$ cat config.mk
export PLATFORM = sky130hd
export DESIGN_NAME = arp_host_presence_table
export DESIGN_NICKNAME = d
export VERILOG_FILES = /design/src/rtl/core/ahpt_pkg.sv /design/src/rtl/core/ahpt_ctrl.sv /design/src/rtl/core/ahpt_dp.sv /design/src/rtl/core/arp_host_presence_table.sv
export SDC_FILE = /design/constraint.sdc
export NUM_CORES = 2
export LEC_CHECK = 0
export BUFFER_PORTS_ARGS = -buffer_cell sky130_fd_sc_hd__buf_2
export CAP_MARGIN = 10
export CORE_MARGIN = 2
export CORE_UTILIZATION = 30
export DETAILED_ROUTE_END_ITERATION = 12
export GPL_TIMING_DRIVEN = 0
export PLACE_DENSITY = 0.54
export SLEW_MARGIN = 20
export SYNTH_ARGS = -nofsm -noshare
export SYNTH_HDL_FRONTEND = slang
export SYNTH_HIERARCHICAL = 1
export SYNTH_SLANG_ARGS = --single-unit
$ cat constraint.sdc
create_clock -name clk -period 20.1 [get_ports clk]
set_clock_uncertainty 0.2 [all_clocks]
set_input_delay 0 -clock clk [delete_from_list [all_inputs] [get_ports clk]]
set_output_delay 0 -clock clk [all_outputs]
set_load 0.1 [all_outputs]
$ cat src/rtl/core/ahpt_pkg.sv
package ahpt_pkg;

	localparam int unsigned DEF_TABLE_ENTRIES = 16;

	localparam int unsigned OP_W     = 2;
	localparam int unsigned TIME_W   = 32;
	localparam int unsigned ETYPE_W  = 16;
	localparam int unsigned OPC_W    = 16;
	localparam int unsigned IP_W     = 32;
	localparam int unsigned MAC_W    = 48;
	localparam int unsigned STATUS_W = 3;
	localparam int unsigned SLOT_W   = 4;
	localparam int unsigned TMO_W    = 16;
	localparam int unsigned CFG_IDX_W  = 2;
	localparam int unsigned CFG_DATA_W = 32;

	// Operation codes of an input word.
	localparam logic [OP_W-1:0] OP_FRAME   = 2'd0;
	localparam logic [OP_W-1:0] OP_CHECK   = 2'd1;
	localparam logic [OP_W-1:0] OP_PRELOAD = 2'd2;

	// Configuration register indexes.
	localparam logic [CFG_IDX_W-1:0] CFG_SUBNET_BASE  = 2'd0;
	localparam logic [CFG_IDX_W-1:0] CFG_SUBNET_MASK  = 2'd1;
	localparam logic [CFG_IDX_W-1:0] CFG_HOST_TIMEOUT = 2'd2;

	// Result status codes.
	localparam logic [STATUS_W-1:0] ST_NOT_ARP    = 3'd0;
	localparam logic [STATUS_W-1:0] ST_NOT_REPLY  = 3'd1;
	localparam logic [STATUS_W-1:0] ST_OFF_SUBNET = 3'd2;
	localparam logic [STATUS_W-1:0] ST_UPDATED    = 3'd3;
	localparam logic [STATUS_W-1:0] ST_INSERTED   = 3'd4;
	localparam logic [STATUS_W-1:0] ST_FULL       = 3'd5;
	localparam logic [STATUS_W-1:0] ST_ENTRY      = 3'd6;
	localparam logic [STATUS_W-1:0] ST_CHECK_DONE = 3'd7;

	localparam logic [ETYPE_W-1:0] ETHERTYPE_ARP   = 16'h0806;
	localparam logic [OPC_W-1:0]   OPCODE_REPLY    = 16'd2;
	localparam logic [TIME_W-1:0]  SEED_AFTER      = 32'd120;
	localparam logic [TIME_W-1:0]  EVICT_AFTER     = 32'd1400000;
	localparam logic [TMO_W-1:0]   TIMEOUT_DEFAULT = 16'd300;

	typedef struct packed {
		logic [IP_W-1:0]   ip;
		logic [MAC_W-1:0]  mac;
		logic [TIME_W-1:0] seen;
		logic [TIME_W-1:0] probe;
	} entry_t;

	typedef enum logic [2:0] {
		EMIT_NONE,
		EMIT_REJECT,
		EMIT_HIT,
		EMIT_INSERT,
		EMIT_FULL,
		EMIT_AGE,
		EMIT_DONE
	} emit_t;

	typedef enum logic [1:0] {
		WR_NONE,
		WR_REFRESH,
		WR_INSERT,
		WR_AGE
	} wr_t;

	typedef struct packed {
		logic  load;
		logic  idx_clr;
		logic  idx_inc;
		logic  rd;
		logic  note_free;
		emit_t emit;
		wr_t   wr;
	} cmd_t;

	typedef struct packed {
		logic [OP_W-1:0] op;
		logic            reject;
		logic            cur_valid;
		logic            idx_last;
		logic            hit;
		logic            free_found;
		logic            age_act;
		logic            can_emit;
	} stat_t;

endpackage

$ cat src/rtl/core/ahpt_ctrl.sv
module ahpt_ctrl (
	input  logic           clk,
	input  logic           arst_n,
	input  logic           in_valid,
	output logic           in_ready,
	input  ahpt_pkg::stat_t st,
	output ahpt_pkg::cmd_t  cmd
);
	import ahpt_pkg::*;

	typedef enum logic [3:0] {
		S_IDLE,
		S_DISPATCH,
		S_REJECT,
		S_LK_SLOT,
		S_LK_EVAL,
		S_LK_HIT,
		S_LK_END,
		S_AG_SLOT,
		S_AG_EVAL,
		S_AG_EMIT,
		S_AG_DONE
	} state_t;

	state_t state_q;

	always_ff @(posedge clk or negedge arst_n) begin
		if (!arst_n) begin
			state_q <= S_IDLE;
		end else begin
			case (state_q)
				S_IDLE: begin
					if (in_valid) state_q <= S_DISPATCH;
				end
				S_DISPATCH: begin
					case (st.op)
						OP_FRAME:   state_q <= st.reject ? S_REJECT : S_LK_SLOT;
						OP_CHECK:   state_q <= S_AG_SLOT;
						OP_PRELOAD: state_q <= S_LK_SLOT;
						default:    state_q <= S_IDLE;
					endcase
				end
				S_REJECT, S_LK_HIT, S_LK_END, S_AG_DONE: begin
					if (st.can_emit) state_q <= S_IDLE;
				end
				S_LK_SLOT: begin
					if (st.cur_valid) state_q <= S_LK_EVAL;
					else if (st.idx_last) state_q <= S_LK_END;
				end
				S_LK_EVAL: begin
					if (st.hit) state_q <= S_LK_HIT;
					else if (st.idx_last) state_q <= S_LK_END;
					else state_q <= S_LK_SLOT;
				end
				S_AG_SLOT: begin
					if (st.cur_valid) state_q <= S_AG_EVAL;
					else if (st.idx_last) state_q <= S_AG_DONE;
				end
				S_AG_EVAL: begin
					if (st.age_act) state_q <= S_AG_EMIT;
					else if (st.idx_last) state_q <= S_AG_DONE;
					else state_q <= S_AG_SLOT;
				end
				S_AG_EMIT: begin
					if (st.can_emit) state_q <= st.idx_last ? S_AG_DONE : S_AG_SLOT;
				end
				default: state_q <= S_IDLE;
			endcase
		end
	end

	assign in_ready = (state_q == S_IDLE);

	always_comb begin
		cmd = '{load: 1'b0, idx_clr: 1'b0, idx_inc: 1'b0, rd: 1'b0,
			note_free: 1'b0, emit: EMIT_NONE, wr: WR_NONE};
		case (state_q)
			S_IDLE: begin
				cmd.load    = in_valid;
				cmd.idx_clr = in_valid;
			end
			S_REJECT: begin
				if (st.can_emit) cmd.emit = EMIT_REJECT;
			end
			S_LK_SLOT: begin
				cmd.rd        = st.cur_valid;
				cmd.note_free = !st.cur_valid;
				cmd.idx_inc   = !st.cur_valid && !st.idx_last;
			end
			S_LK_EVAL: begin
				cmd.idx_inc = !st.hit && !st.idx_last;
			end
			S_LK_HIT: begin
				if (st.can_emit) begin
					cmd.emit = EMIT_HIT;
					cmd.wr   = WR_REFRESH;
				end
			end
			S_LK_END: begin
				if (st.can_emit) begin
					if (st.free_found) begin
						cmd.emit = EMIT_INSERT;
						cmd.wr   = WR_INSERT;
					end else begin
						cmd.emit = EMIT_FULL;
					end
				end
			end
			S_AG_SLOT: begin
				cmd.rd      = st.cur_valid;
				cmd.idx_inc = !st.cur_valid && !st.idx_last;
			end
			S_AG_EVAL: begin
				cmd.wr      = WR_AGE;
				cmd.idx_inc = !st.age_act && !st.idx_last;
			end
			S_AG_EMIT: begin
				if (st.can_emit) begin
					cmd.emit    = EMIT_AGE;
					cmd.idx_inc = !st.idx_last;
				end
			end
			S_AG_DONE: begin
				if (st.can_emit) cmd.emit = EMIT_DONE;
			end
			default: begin
			end
		endcase
	end

endmodule

$ cat src/rtl/core/ahpt_dp.sv
module ahpt_dp #(
	parameter int unsigned TABLE_ENTRIES = ahpt_pkg::DEF_TABLE_ENTRIES
) (
	input  logic                                clk,
	input  logic                                arst_n,
	input  logic                                cfg_wr_en,
	input  logic [ahpt_pkg::CFG_IDX_W-1:0]      cfg_index,
	input  logic [ahpt_pkg::CFG_DATA_W-1:0]     cfg_data,
	input  logic [ahpt_pkg::OP_W-1:0]           operation,
	input  logic [ahpt_pkg::TIME_W-1:0]         now,
	input  logic [ahpt_pkg::ETYPE_W-1:0]        ether_type,
	input  logic [ahpt_pkg::OPC_W-1:0]          arp_opcode,
	input  logic [ahpt_pkg::IP_W-1:0]           sender_ip,
	input  logic [ahpt_pkg::MAC_W-1:0]          sender_mac,
	output logic                                out_valid,
	input  logic                                out_ready,
	output logic [ahpt_pkg::STATUS_W-1:0]       status,
	output logic [ahpt_pkg::SLOT_W-1:0]         slot,
	output logic [ahpt_pkg::IP_W-1:0]           host_address,
	output logic [ahpt_pkg::MAC_W-1:0]          host_hw_address,
	output logic                                probe_request,
	output logic                                evicted,
	output logic                                last,
	input  ahpt_pkg::cmd_t                      cmd,
	output ahpt_pkg::stat_t                     st
);
	import ahpt_pkg::*;

	localparam int unsigned IDX_W = (TABLE_ENTRIES > 1) ? $clog2(TABLE_ENTRIES) : 1;
	localparam logic [IDX_W-1:0] IDX_MAX = IDX_W'(TABLE_ENTRIES - 1);

	logic [IP_W-1:0]    base_q;
	logic [IP_W-1:0]    mask_q;
	logic [TMO_W-1:0]   timeout_q;

	logic [OP_W-1:0]    op_q;
	logic [TIME_W-1:0]  now_q;
	logic [ETYPE_W-1:0] etype_q;
	logic [OPC_W-1:0]   opc_q;
	logic [IP_W-1:0]    ip_q;
	logic [MAC_W-1:0]   mac_q;

	logic [IDX_W-1:0]   idx_q;
	logic [IDX_W-1:0]   free_q;
	logic               free_found_q;
	logic [TABLE_ENTRIES-1:0] valid_q;

	entry_t             mem [TABLE_ENTRIES];
	entry_t             rd_q;

	logic [STATUS_W-1:0] reject_code;
	logic               reject;
	logic [TIME_W-1:0]  seen_new;
	logic signed [TIME_W:0] age_d;
	logic               probe_now;
	logic               evict_now;
	logic               wr_en;
	logic [IDX_W-1:0]   wr_addr;
	entry_t             wr_data;

	always_ff @(posedge clk or negedge arst_n) begin
		if (!arst_n) begin
			base_q    <= '0;
			mask_q    <= '0;
			timeout_q <= TIMEOUT_DEFAULT;
		end else if (cfg_wr_en) begin
			case (cfg_index)
				CFG_SUBNET_BASE:  base_q    <= cfg_data[IP_W-1:0];
				CFG_SUBNET_MASK:  mask_q    <= cfg_data[IP_W-1:0];
				CFG_HOST_TIMEOUT: timeout_q <= cfg_data[TMO_W-1:0];
				default: begin
				end
			endcase
		end
	end

	always_ff @(posedge clk) begin
		if (cmd.load) begin
			op_q    <= operation;
			now_q   <= now;
			etype_q <= ether_type;
			opc_q   <= arp_opcode;
			ip_q    <= sender_ip;
			mac_q   <= sender_mac;
		end
	end

	// Frame filter, checked in priority order.
	always_comb begin
		reject      = 1'b1;
		reject_code = ST_NOT_ARP;
		if (etype_q != ETHERTYPE_ARP) begin
			reject_code = ST_NOT_ARP;
		end else if (opc_q != OPCODE_REPLY) begin
			reject_code = ST_NOT_REPLY;
		end else if ((ip_q & mask_q) != base_q) begin
			reject_code = ST_OFF_SUBNET;
		end else begin
			reject = 1'b0;
		end
	end

	// Aging of rd_q. Zero seen is seeded before the difference if now_q > SEED_AFTER.
	always_comb begin
		seen_new = ((rd_q.seen == '0) && (now_q > SEED_AFTER)) ? now_q : rd_q.seen;
		age_d = $signed({1'b0, now_q}) - $signed({1'b0, seen_new});
		probe_now = (age_d > $signed({(TIME_W + 1 - TMO_W)'(0), timeout_q >> 1}))
			&& (rd_q.probe == '0);
		evict_now = (age_d > $signed({(TIME_W + 1 - TMO_W)'(0), timeout_q}))
			&& (now_q > EVICT_AFTER);
	end

	always_ff @(posedge clk or negedge arst_n) begin
		if (!arst_n) begin
			idx_q        <= '0;
			free_q       <= '0;
			free_found_q <= 1'b0;
		end else begin
			if (cmd.idx_clr) idx_q <= '0;
			else if (cmd.idx_inc) idx_q <= idx_q + 1'b1;
			if (cmd.load) begin
				free_found_q <= 1'b0;
			end else if (cmd.note_free && !free_found_q) begin
				free_found_q <= 1'b1;
				free_q       <= idx_q;
			end
		end
	end

	always_comb begin
		wr_en   = 1'b0;
		wr_addr = idx_q;
		wr_data = rd_q;
		case (cmd.wr)
			WR_REFRESH: begin
				wr_en        = (op_q == OP_FRAME);
				wr_data.seen = now_q;
			end
			WR_INSERT: begin
				wr_en   = 1'b1;
				wr_addr = free_q;
				wr_data = '{ip: ip_q, mac: mac_q,
					seen: (op_q == OP_FRAME) ? now_q : '0, probe: '0};
			end
			WR_AGE: begin
				wr_en         = 1'b1;
				wr_data.seen  = seen_new;
				wr_data.probe = probe_now ? now_q : rd_q.probe;
			end
			default: begin
			end
		endcase
	end

	always_ff @(posedge clk) begin
		if (wr_en) mem[wr_addr] <= wr_data;
		if (cmd.rd) rd_q <= mem[idx_q];
	end

	always_ff @(posedge clk or negedge arst_n) begin
		if (!arst_n) begin
			valid_q <= '0;
		end else if (cmd.wr == WR_INSERT) begin
			valid_q[free_q] <= 1'b1;
		end else if ((cmd.wr == WR_AGE) && evict_now) begin
			valid_q[idx_q] <= 1'b0;
		end
	end

	// Output register: a new word may load while the previous one is taken.
	always_ff @(posedge clk or negedge arst_n) begin
		if (!arst_n) begin
			out_valid <= 1'b0;
		end else if (cmd.emit != EMIT_NONE) begin
			out_valid <= 1'b1;
		end else if (out_ready) begin
			out_valid <= 1'b0;
		end
	end

	always_ff @(posedge clk) begin
		if (cmd.emit != EMIT_NONE) begin
			status          <= ST_CHECK_DONE;
			slot            <= '0;
			host_address    <= ip_q;
			host_hw_address <= mac_q;
			probe_request   <= 1'b0;
			evicted         <= 1'b0;
			last            <= 1'b1;
			case (cmd.emit)
				EMIT_REJECT: status <= reject_code;
				EMIT_HIT: begin
					status          <= ST_UPDATED;
					slot            <= SLOT_W'(idx_q);
					host_hw_address <= rd_q.mac;
				end
				EMIT_INSERT: begin
					status <= ST_INSERTED;
					slot   <= SLOT_W'(free_q);
				end
				EMIT_FULL: status <= ST_FULL;
				EMIT_AGE: begin
					status          <= ST_ENTRY;
					slot            <= SLOT_W'(idx_q);
					host_address    <= rd_q.ip;
					host_hw_address <= rd_q.mac;
					probe_request   <= probe_now;
					evicted         <= evict_now;
					last            <= 1'b0;
				end
				default: begin
					host_address    <= '0;
					host_hw_address <= '0;
				end
			endcase
		end
	end

	always_comb begin
		st.op         = op_q;
		st.reject     = reject;
		st.cur_valid  = valid_q[idx_q];
		st.idx_last   = (idx_q == IDX_MAX);
		st.hit        = (rd_q.ip == ip_q);
		st.free_found = free_found_q;
		st.age_act    = probe_now || evict_now;
		st.can_emit   = !out_valid || out_ready;
	end

endmodule

$ cat src/rtl/core/arp_host_presence_table.sv
// Channel  Handshake            Payload
// in       in_valid/in_ready    operation, now, ether_type, arp_opcode, sender_ip, sender_mac
// out      out_valid/out_ready  status, slot, host_address, host_hw_address, probe_request,
//                               evicted, last
// cfg      cfg_wr_en            cfg_index, cfg_data (write only, no wait)
//
// One input word is worked on at a time; the table is a single-port memory walked
// one free slot per cycle, each occupied slot taking a read state, then a compare state.
// A frame that passes the filter, or a preload, walks the table until a hit or its end;
// a check walks every slot; any may also wait on out_ready before its result is emitted.
// Reset clears the valid bits at once; no clearing pass is needed.
// Entry results stall in place while the output register is full.
module arp_host_presence_table #(
	parameter int unsigned TABLE_ENTRIES = ahpt_pkg::DEF_TABLE_ENTRIES
) (
	input  logic                                clk,
	input  logic                                arst_n,
	input  logic                                cfg_wr_en,
	input  logic [ahpt_pkg::CFG_IDX_W-1:0]      cfg_index,
	input  logic [ahpt_pkg::CFG_DATA_W-1:0]     cfg_data,
	input  logic                                in_valid,
	output logic                                in_ready,
	input  logic [ahpt_pkg::OP_W-1:0]           operation,
	input  logic [ahpt_pkg::TIME_W-1:0]         now,
	input  logic [ahpt_pkg::ETYPE_W-1:0]        ether_type,
	input  logic [ahpt_pkg::OPC_W-1:0]          arp_opcode,
	input  logic [ahpt_pkg::IP_W-1:0]           sender_ip,
	input  logic [ahpt_pkg::MAC_W-1:0]          sender_mac,
	output logic                                out_valid,
	input  logic                                out_ready,
	output logic [ahpt_pkg::STATUS_W-1:0]       status,
	output logic [ahpt_pkg::SLOT_W-1:0]         slot,
	output logic [ahpt_pkg::IP_W-1:0]           host_address,
	output logic [ahpt_pkg::MAC_W-1:0]          host_hw_address,
	output logic                                probe_request,
	output logic                                evicted,
	output logic                                last
);
	import ahpt_pkg::*;

	cmd_t  cmd;
	stat_t st;

	ahpt_ctrl u_ctrl (
		.clk      (clk),
		.arst_n   (arst_n),
		.in_valid (in_valid),
		.in_ready (in_ready),
		.st       (st),
		.cmd      (cmd)
	);

	ahpt_dp #(
		.TABLE_ENTRIES (TABLE_ENTRIES)
	) u_dp (
		.clk             (clk),
		.arst_n          (arst_n),
		.cfg_wr_en       (cfg_wr_en),
		.cfg_index       (cfg_index),
		.cfg_data        (cfg_data),
		.operation       (operation),
		.now             (now),
		.ether_type      (ether_type),
		.arp_opcode      (arp_opcode),
		.sender_ip       (sender_ip),
		.sender_mac      (sender_mac),
		.out_valid       (out_valid),
		.out_ready       (out_ready),
		.status          (status),
		.slot            (slot),
		.host_address    (host_address),
		.host_hw_address (host_hw_address),
		.probe_request   (probe_request),
		.evicted         (evicted),
		.last            (last),
		.cmd             (cmd),
		.st              (st)
	);

endmodule
* Yosys cells after proc, flatten, opt, wreduce, memory -nomap -nowiden
Memories as Yosys holds them, arrays and structs flattened. A register that Yosys moved wholly into a read port is not among the register bits.
Index checks and enable logic that the tools add are counted.
** Cells by class
- Reductions and logical operators :: 39
- Bitwise gates (word level) :: 5
- Order comparisons :: 8
- Equal/unequal tests :: 32
- Add/subtract/negate cells :: 2
- Muxes and demuxes :: 63
** Operator list (number)
- 32-bit case mux with 2 select lines :: 2
- 32-bit two-way mux :: 3
- 32-bit case mux with 3 select lines :: 1
- 48-bit case mux with 2 select lines :: 1
- 80-bit two-way mux :: 1
- 32-bit zero test :: 2
- 4-bit two-way mux :: 14
- 33-bit by 16-bit > comparator with 1-bit output :: 1
- 33-bit by 17-bit > comparator with 1-bit output :: 1
- 32-bit by 32-bit subtractor with 33-bit output :: 1
- 32-bit bitwise AND :: 1
- 32-bit equality test :: 1
- 32-bit by 21-bit > comparator with 1-bit output, second input constant :: 1
- 32-bit by 7-bit > comparator with 1-bit output, second input constant :: 1
- 16-bit two-way mux :: 2
- 32-bit != test :: 1
- 4-bit case mux with 8 select lines :: 1
- 3-bit case mux with 5 select lines :: 2
- 1-bit two-way mux :: 18
- 3-bit two-way mux :: 6
- 16-bit bitwise AND :: 1
- 4-bit by 3-bit equality test with 1-bit output, second input constant :: 4
- 4-bit equality test, second input constant :: 4
- 16-bit by 12-bit != test with 1-bit output, second input constant :: 1
- 37 further kinds :: 78
** Word-level totals
- Output and inout bits :: 92
- Bits in writable memories :: 2304
- Word-level logic and storage cells :: 172
- Register bits :: 346
- Memories kept :: 1
** Memories
- u_dp.mem :: depth 16, width 144, read ports 1, clocked after Yosys merged registers in 1, write ports 1, line ahpt_dp.sv:48 : entry_t mem [TABLE_ENTRIES];

* Longest topological paths before layout
- Depth in word-level cells :: 12
- Depth in mapped cells :: 31
- Depth with buffers taken out :: 30

* By module
Netlist, hierarchy kept.
** By module, submodules not included
- ahpt_dp :: area each 108830.6 um2, cells each 5068, times used 1
- ahpt_ctrl :: area each 705.7 um2, cells each 95, times used 1

* Worst setup path before layout
Ideal clock, no wire load.
- Kind :: reg2reg
- Start point :: reg u_dp.idx_q[0]
- End point :: reg u_dp/rd_q[0] (netlist name)
- Stages on the path, launching flop included :: 7
- Data arrival time :: 12384 ps
- Path buffers :: 3
- Setup slack :: 6663 ps
- Clock period less this slack :: 13437 ps
- Cells stage by stage :: dfrtp_1 clkbuf_1 clkbuf_1 buf_1 mux4_2 mux4_2 nor3b_1
** RTL lines
- from (decl) :: line ahpt_dp.sv:43 : logic [IDX_W-1:0] idx_q;
- from (signal assigned) :: line ahpt_dp.sv:120 : else if (cmd.idx_inc) idx_q <= idx_q + 1'b1;

==> impl_metrics.py <==
metrics = {
    "status": {
        "outcome": "finished, final reports clean",
    },
    "setup_path": {
        "r2r_end": "u_dp/idx_q[3]",
        "r2r_cells": 29,
        "start_kind": "flop",
        "cp.required_ns": 20.67,
        "cp_max_fo": 10,
        "r2r_slack_ns": 10.12,
        "criticalPathCategory": "flop to flop",
        "worstPathArrival_ns": 10.55,
        "r2r_start": "u_dp/rd_q[32]",
        "critPathCaptureType": "flop",
        "endpoint": "u_dp/idx_q[3]",
        "crit_path_top_delay_cell": "clkbuf_1",
        "startpoint": "u_dp/rd_q[32]",
        "slowest_delay_ns": 0.79,
    },
    "logic_synthesis": {
        "synth-edff-count": 2684,
        "async_flop_share_pct": 3.94,
        "synth_area_per_cell_um2": 21.2,
        "synth-compound-area-share_pct": 2.52,
        "synth.area.top_cells": "edfxtp_1, mux4_2, dfrtp_1, nand2_1, a22o_1",
        "yosys.area_share.xor_xnor_pct": 0.710,
        "muxShareOfSynthArea_pct": 15.8,
        "synth_cell_type_count": 75,
        "post-synth-top-count-cell": "edfxtp_1",
        "netlist_top_cells_count": "edfxtp_1, mux4_2, nand2_1",
        "synthCells": 5163,
        "syn-num-nets": 5420,
        "synth_simple_gate_area_share_pct": 2.97,
        "synth_top_family_by_area": "multiplexers",
        "yosysWarnings": 6,
        "synthFlopType": "edfxtp_1",
        "syn_area_um2": 110000,
        "yosysTopAreaCell": "edfxtp_1",
        "ys_ff_latch": 2794,
        "synth-adder-area-share_pct": 0.829,
        "synth-seq-area-share_pct": 76.1,
        "synth_top_area_share_pct": 73.6,
    },
    "final_layout": {
        "multi_input_area_um2": 25200,
        "final_nets": 6621,
        "areaGrowthSynthToFinish_pct": 24.2,
        "final_cells": 11400,
        "drive_gt1_share_pct": 29.1,
        "fillCellCount": 32900,
        "layout.area.seq_um2": 83400,
    },
    "sta": {
        "slew_violations": 0,
        "worstMarginPinSlew_ns": 1.23,
        "fin_crit_ns": 9.98,
        "fmax_ghz": 0.100,
        "rsz0062_at_grt": "false",
        "finalSetupViolations": 0,
        "hold_viol_final": 0,
        "period_share_pct": 49.7,
        "tns_ns": 0,
        "slew_headroom_pct": 18.2,
    },
    "clocking": {
        "clk_pin_slew_worst_paths_ns": 0.06,
        "clockBufferDepth": 4,
        "numClockSinks": 2794,
        "cts-buffers-inserted": 313,
        "insertion_delay_ns": 0.91,
        "ctsHtreeMaxLevel": 5,
        "cts_tree": "yes",
        "cts_root_buf": "clkbuf_16",
    },
    "global_routing": {
        "grt_pass1_vias": 59400,
        "grt_pass1_wl_um": 468000,
        "grt.overflow.total": 0,
        "grt_max_degree": 66,
        "grt_use_total_pct": 17.8,
        "antenna_found_initial": 14,
    },
    "worst_hold_path": {
        "hold_start": "in_valid",
        "hold_class": "primary input to flop",
    },
    "floorplan": {
        "boundaryPins": 277,
        "initial_core_util_pct": 30.2,
        "die_w_um": 608,
        "placement_rows": 221,
        "die-area_um2": 370000,
        "die_y_um": 608,
        "core_um2": 363000,
    },
    "routing": {
        "routed_wl_um": 337000,
        "ant_nets": 0,
        "first_iter_violations": 7632,
        "num_vias": 59200,
        "post_drt_wl_per_cell_um": 29.5,
        "viasPerCell": 5.19,
        "first_pass_iters": 5,
        "drcViolationCount": 0,
    },
    "pwr": {
        "power_density_nw_per_um2": 121,
        "p_sw_uw": 4930,
        "total_power_uw": 16400,
        "power_frac_seq_pct": 43.5,
        "swShare_pct": 30.0,
        "ir_drop_uv": 96.0,
        "pwr-share-clk_pct": 34.3,
        "combPwrFrac_pct": 22.2,
        "cellLeakagePower_uw": 0.0439,
        "p_int_uw": 11500,
    },
    "place": {
        "gp_congestion": 0.863,
        "dp.cells": 10500,
        "port_buffers": 276,
        "dp_hpwl_um": 224000,
    },
    "run": {
        "cap_violations": 0,
    },
}
area by class of cell:
cell class,instances,share of cell area (%)
timing repair buffer,886,7.52
tap,4794,4.41
antenna,10,0.0184
buffer,257,0.841
clock inverter,166,1.24
clock buffer,387,6.07
multi-input combinational,2075,18.5
inverter,37,0.102
sequential,2794,61.3
placed cells by master (no fill, tap or decap), types with 22 or more instances in the layout:
| cell type | count |
|---|---|
| o21ai_0 | 38 |
| clkbuf_1 | 207 |
| a21oi_1 | 88 |
| inv_1 | 36 |
| nor4_1 | 42 |
| dfrtp_1 | 106 |
| buf_12 | 87 |
| a22o_1 | 112 |
| o21ai_1 | 34 |
| clkbuf_2 | 68 |
| nand2_1 | 362 |
| buf_2 | 308 |
| clkinv_1 | 51 |
| mux2_2 | 84 |
| nor2_1 | 89 |
| and3_1 | 25 |
| xor2_1 | 42 |
| buf_4 | 34 |
| xnor2_1 | 45 |
| mux4_2 | 725 |
| ha_1 | 71 |
| clkbuf_16 | 317 |
| nor3_1 | 22 |
| nand4_1 | 57 |
| edfxtp_1 | 2684 |
| dlygate4sd3_1 | 374 |
| clkinv_2 | 38 |
| bufinv_16 | 25 |
| a21o_1 | 22 |
| buf_16 | 110 |
power by group through the flow:
stage	combinational, µW	sequential (µW)	clock [µW]
4_1_cts	3690	7150	5740
3_3_place_gp	3470	7350	0
6_report	3640	7150	5620
3_5_place_dp	3610	7270	0
5_1_grt	3860	7170	5950
2_1_floorplan	1880	7690	0
kinds of logic after synthesis:
group           count (synthesis)
simple gates                  705
buf+inv                       294
flops                        2794
fa+ha+maj                      72
xor+xnor                       88
mux                           814
compound gates                396
critical path, delay by kind of cell, from the launching register on:
kind / cells / cell delay (ns)
AOI/OAI and AO/OA: 16 / 4.19
and+or+nand+nor: 7 / 2.74
buffers and inverters: 2 / 1.22
adders and majority gates: 2 / 0.62
DFF: 1 / 0.47
xor gates and xnor gates: 2 / 0.38
routing by layer:
layer	global-route usage (%)	vias to the layer above	share of wire (%)
li1	-	24000	-
met1	24.6	32000	42
met2	28.7	2639	47
met3	3.06	511	7.7
met4	5.43	2	3.1
met5	0	-	0.0033
per-stage QoR:
stage / worst slack [ns] / utilization, % / hold slack [ns] / instance area [µm²]
finish: 10.12 / 37.5 / 0.124 / 136000
global route: 9.94 / 37.5 / 0.0981 / 136000
CTS: 10.56 / 37.5 / 0.0513 / 136000
detailed placement: 10.61 / 33.7 / -0.229 / 122000
global placement: -12.49 / 32.2 / -0.0210 / 117000
floorplan: 6.66 / - / -0.496 / 110000
worst min-delay path by stage:
| stage | to | cells after the start |
|---|---|---|
| finish | u_ctrl/state_q[2] | 6 |
| global route | u_dp/mac_q[21] | 3 |
| CTS | u_dp/now_q[29] | 3 |
| detailed placement | u_dp/timeout_q[13] | 1 |
| global placement | u_dp/opc_q[14] | 1 |
| floorplan | u_ctrl/state_q[0] | 0 |
registers in the layout, indices dropped and copies added (netlist names), 32 cells and up:
register              count
u_dp/rd_q               144
u_dp/host_address        32
u_dp/ip_q                32
u_dp/mac_q               48
u_dp/base_q              32
u_dp/now_q               32
u_dp/host_hw_address     48
u_dp/mask_q              32
u_dp/mem               2304
repair_timing:
action,4_1_cts,5_1_grt
hold buffers,375,0
gates resized for setup,0,0
setup buffers,0,0
setup endpoints to repair,0,0
endpoints found under the hold margin,401,0
No activity file was read; power rests on OpenSTA's default activity.
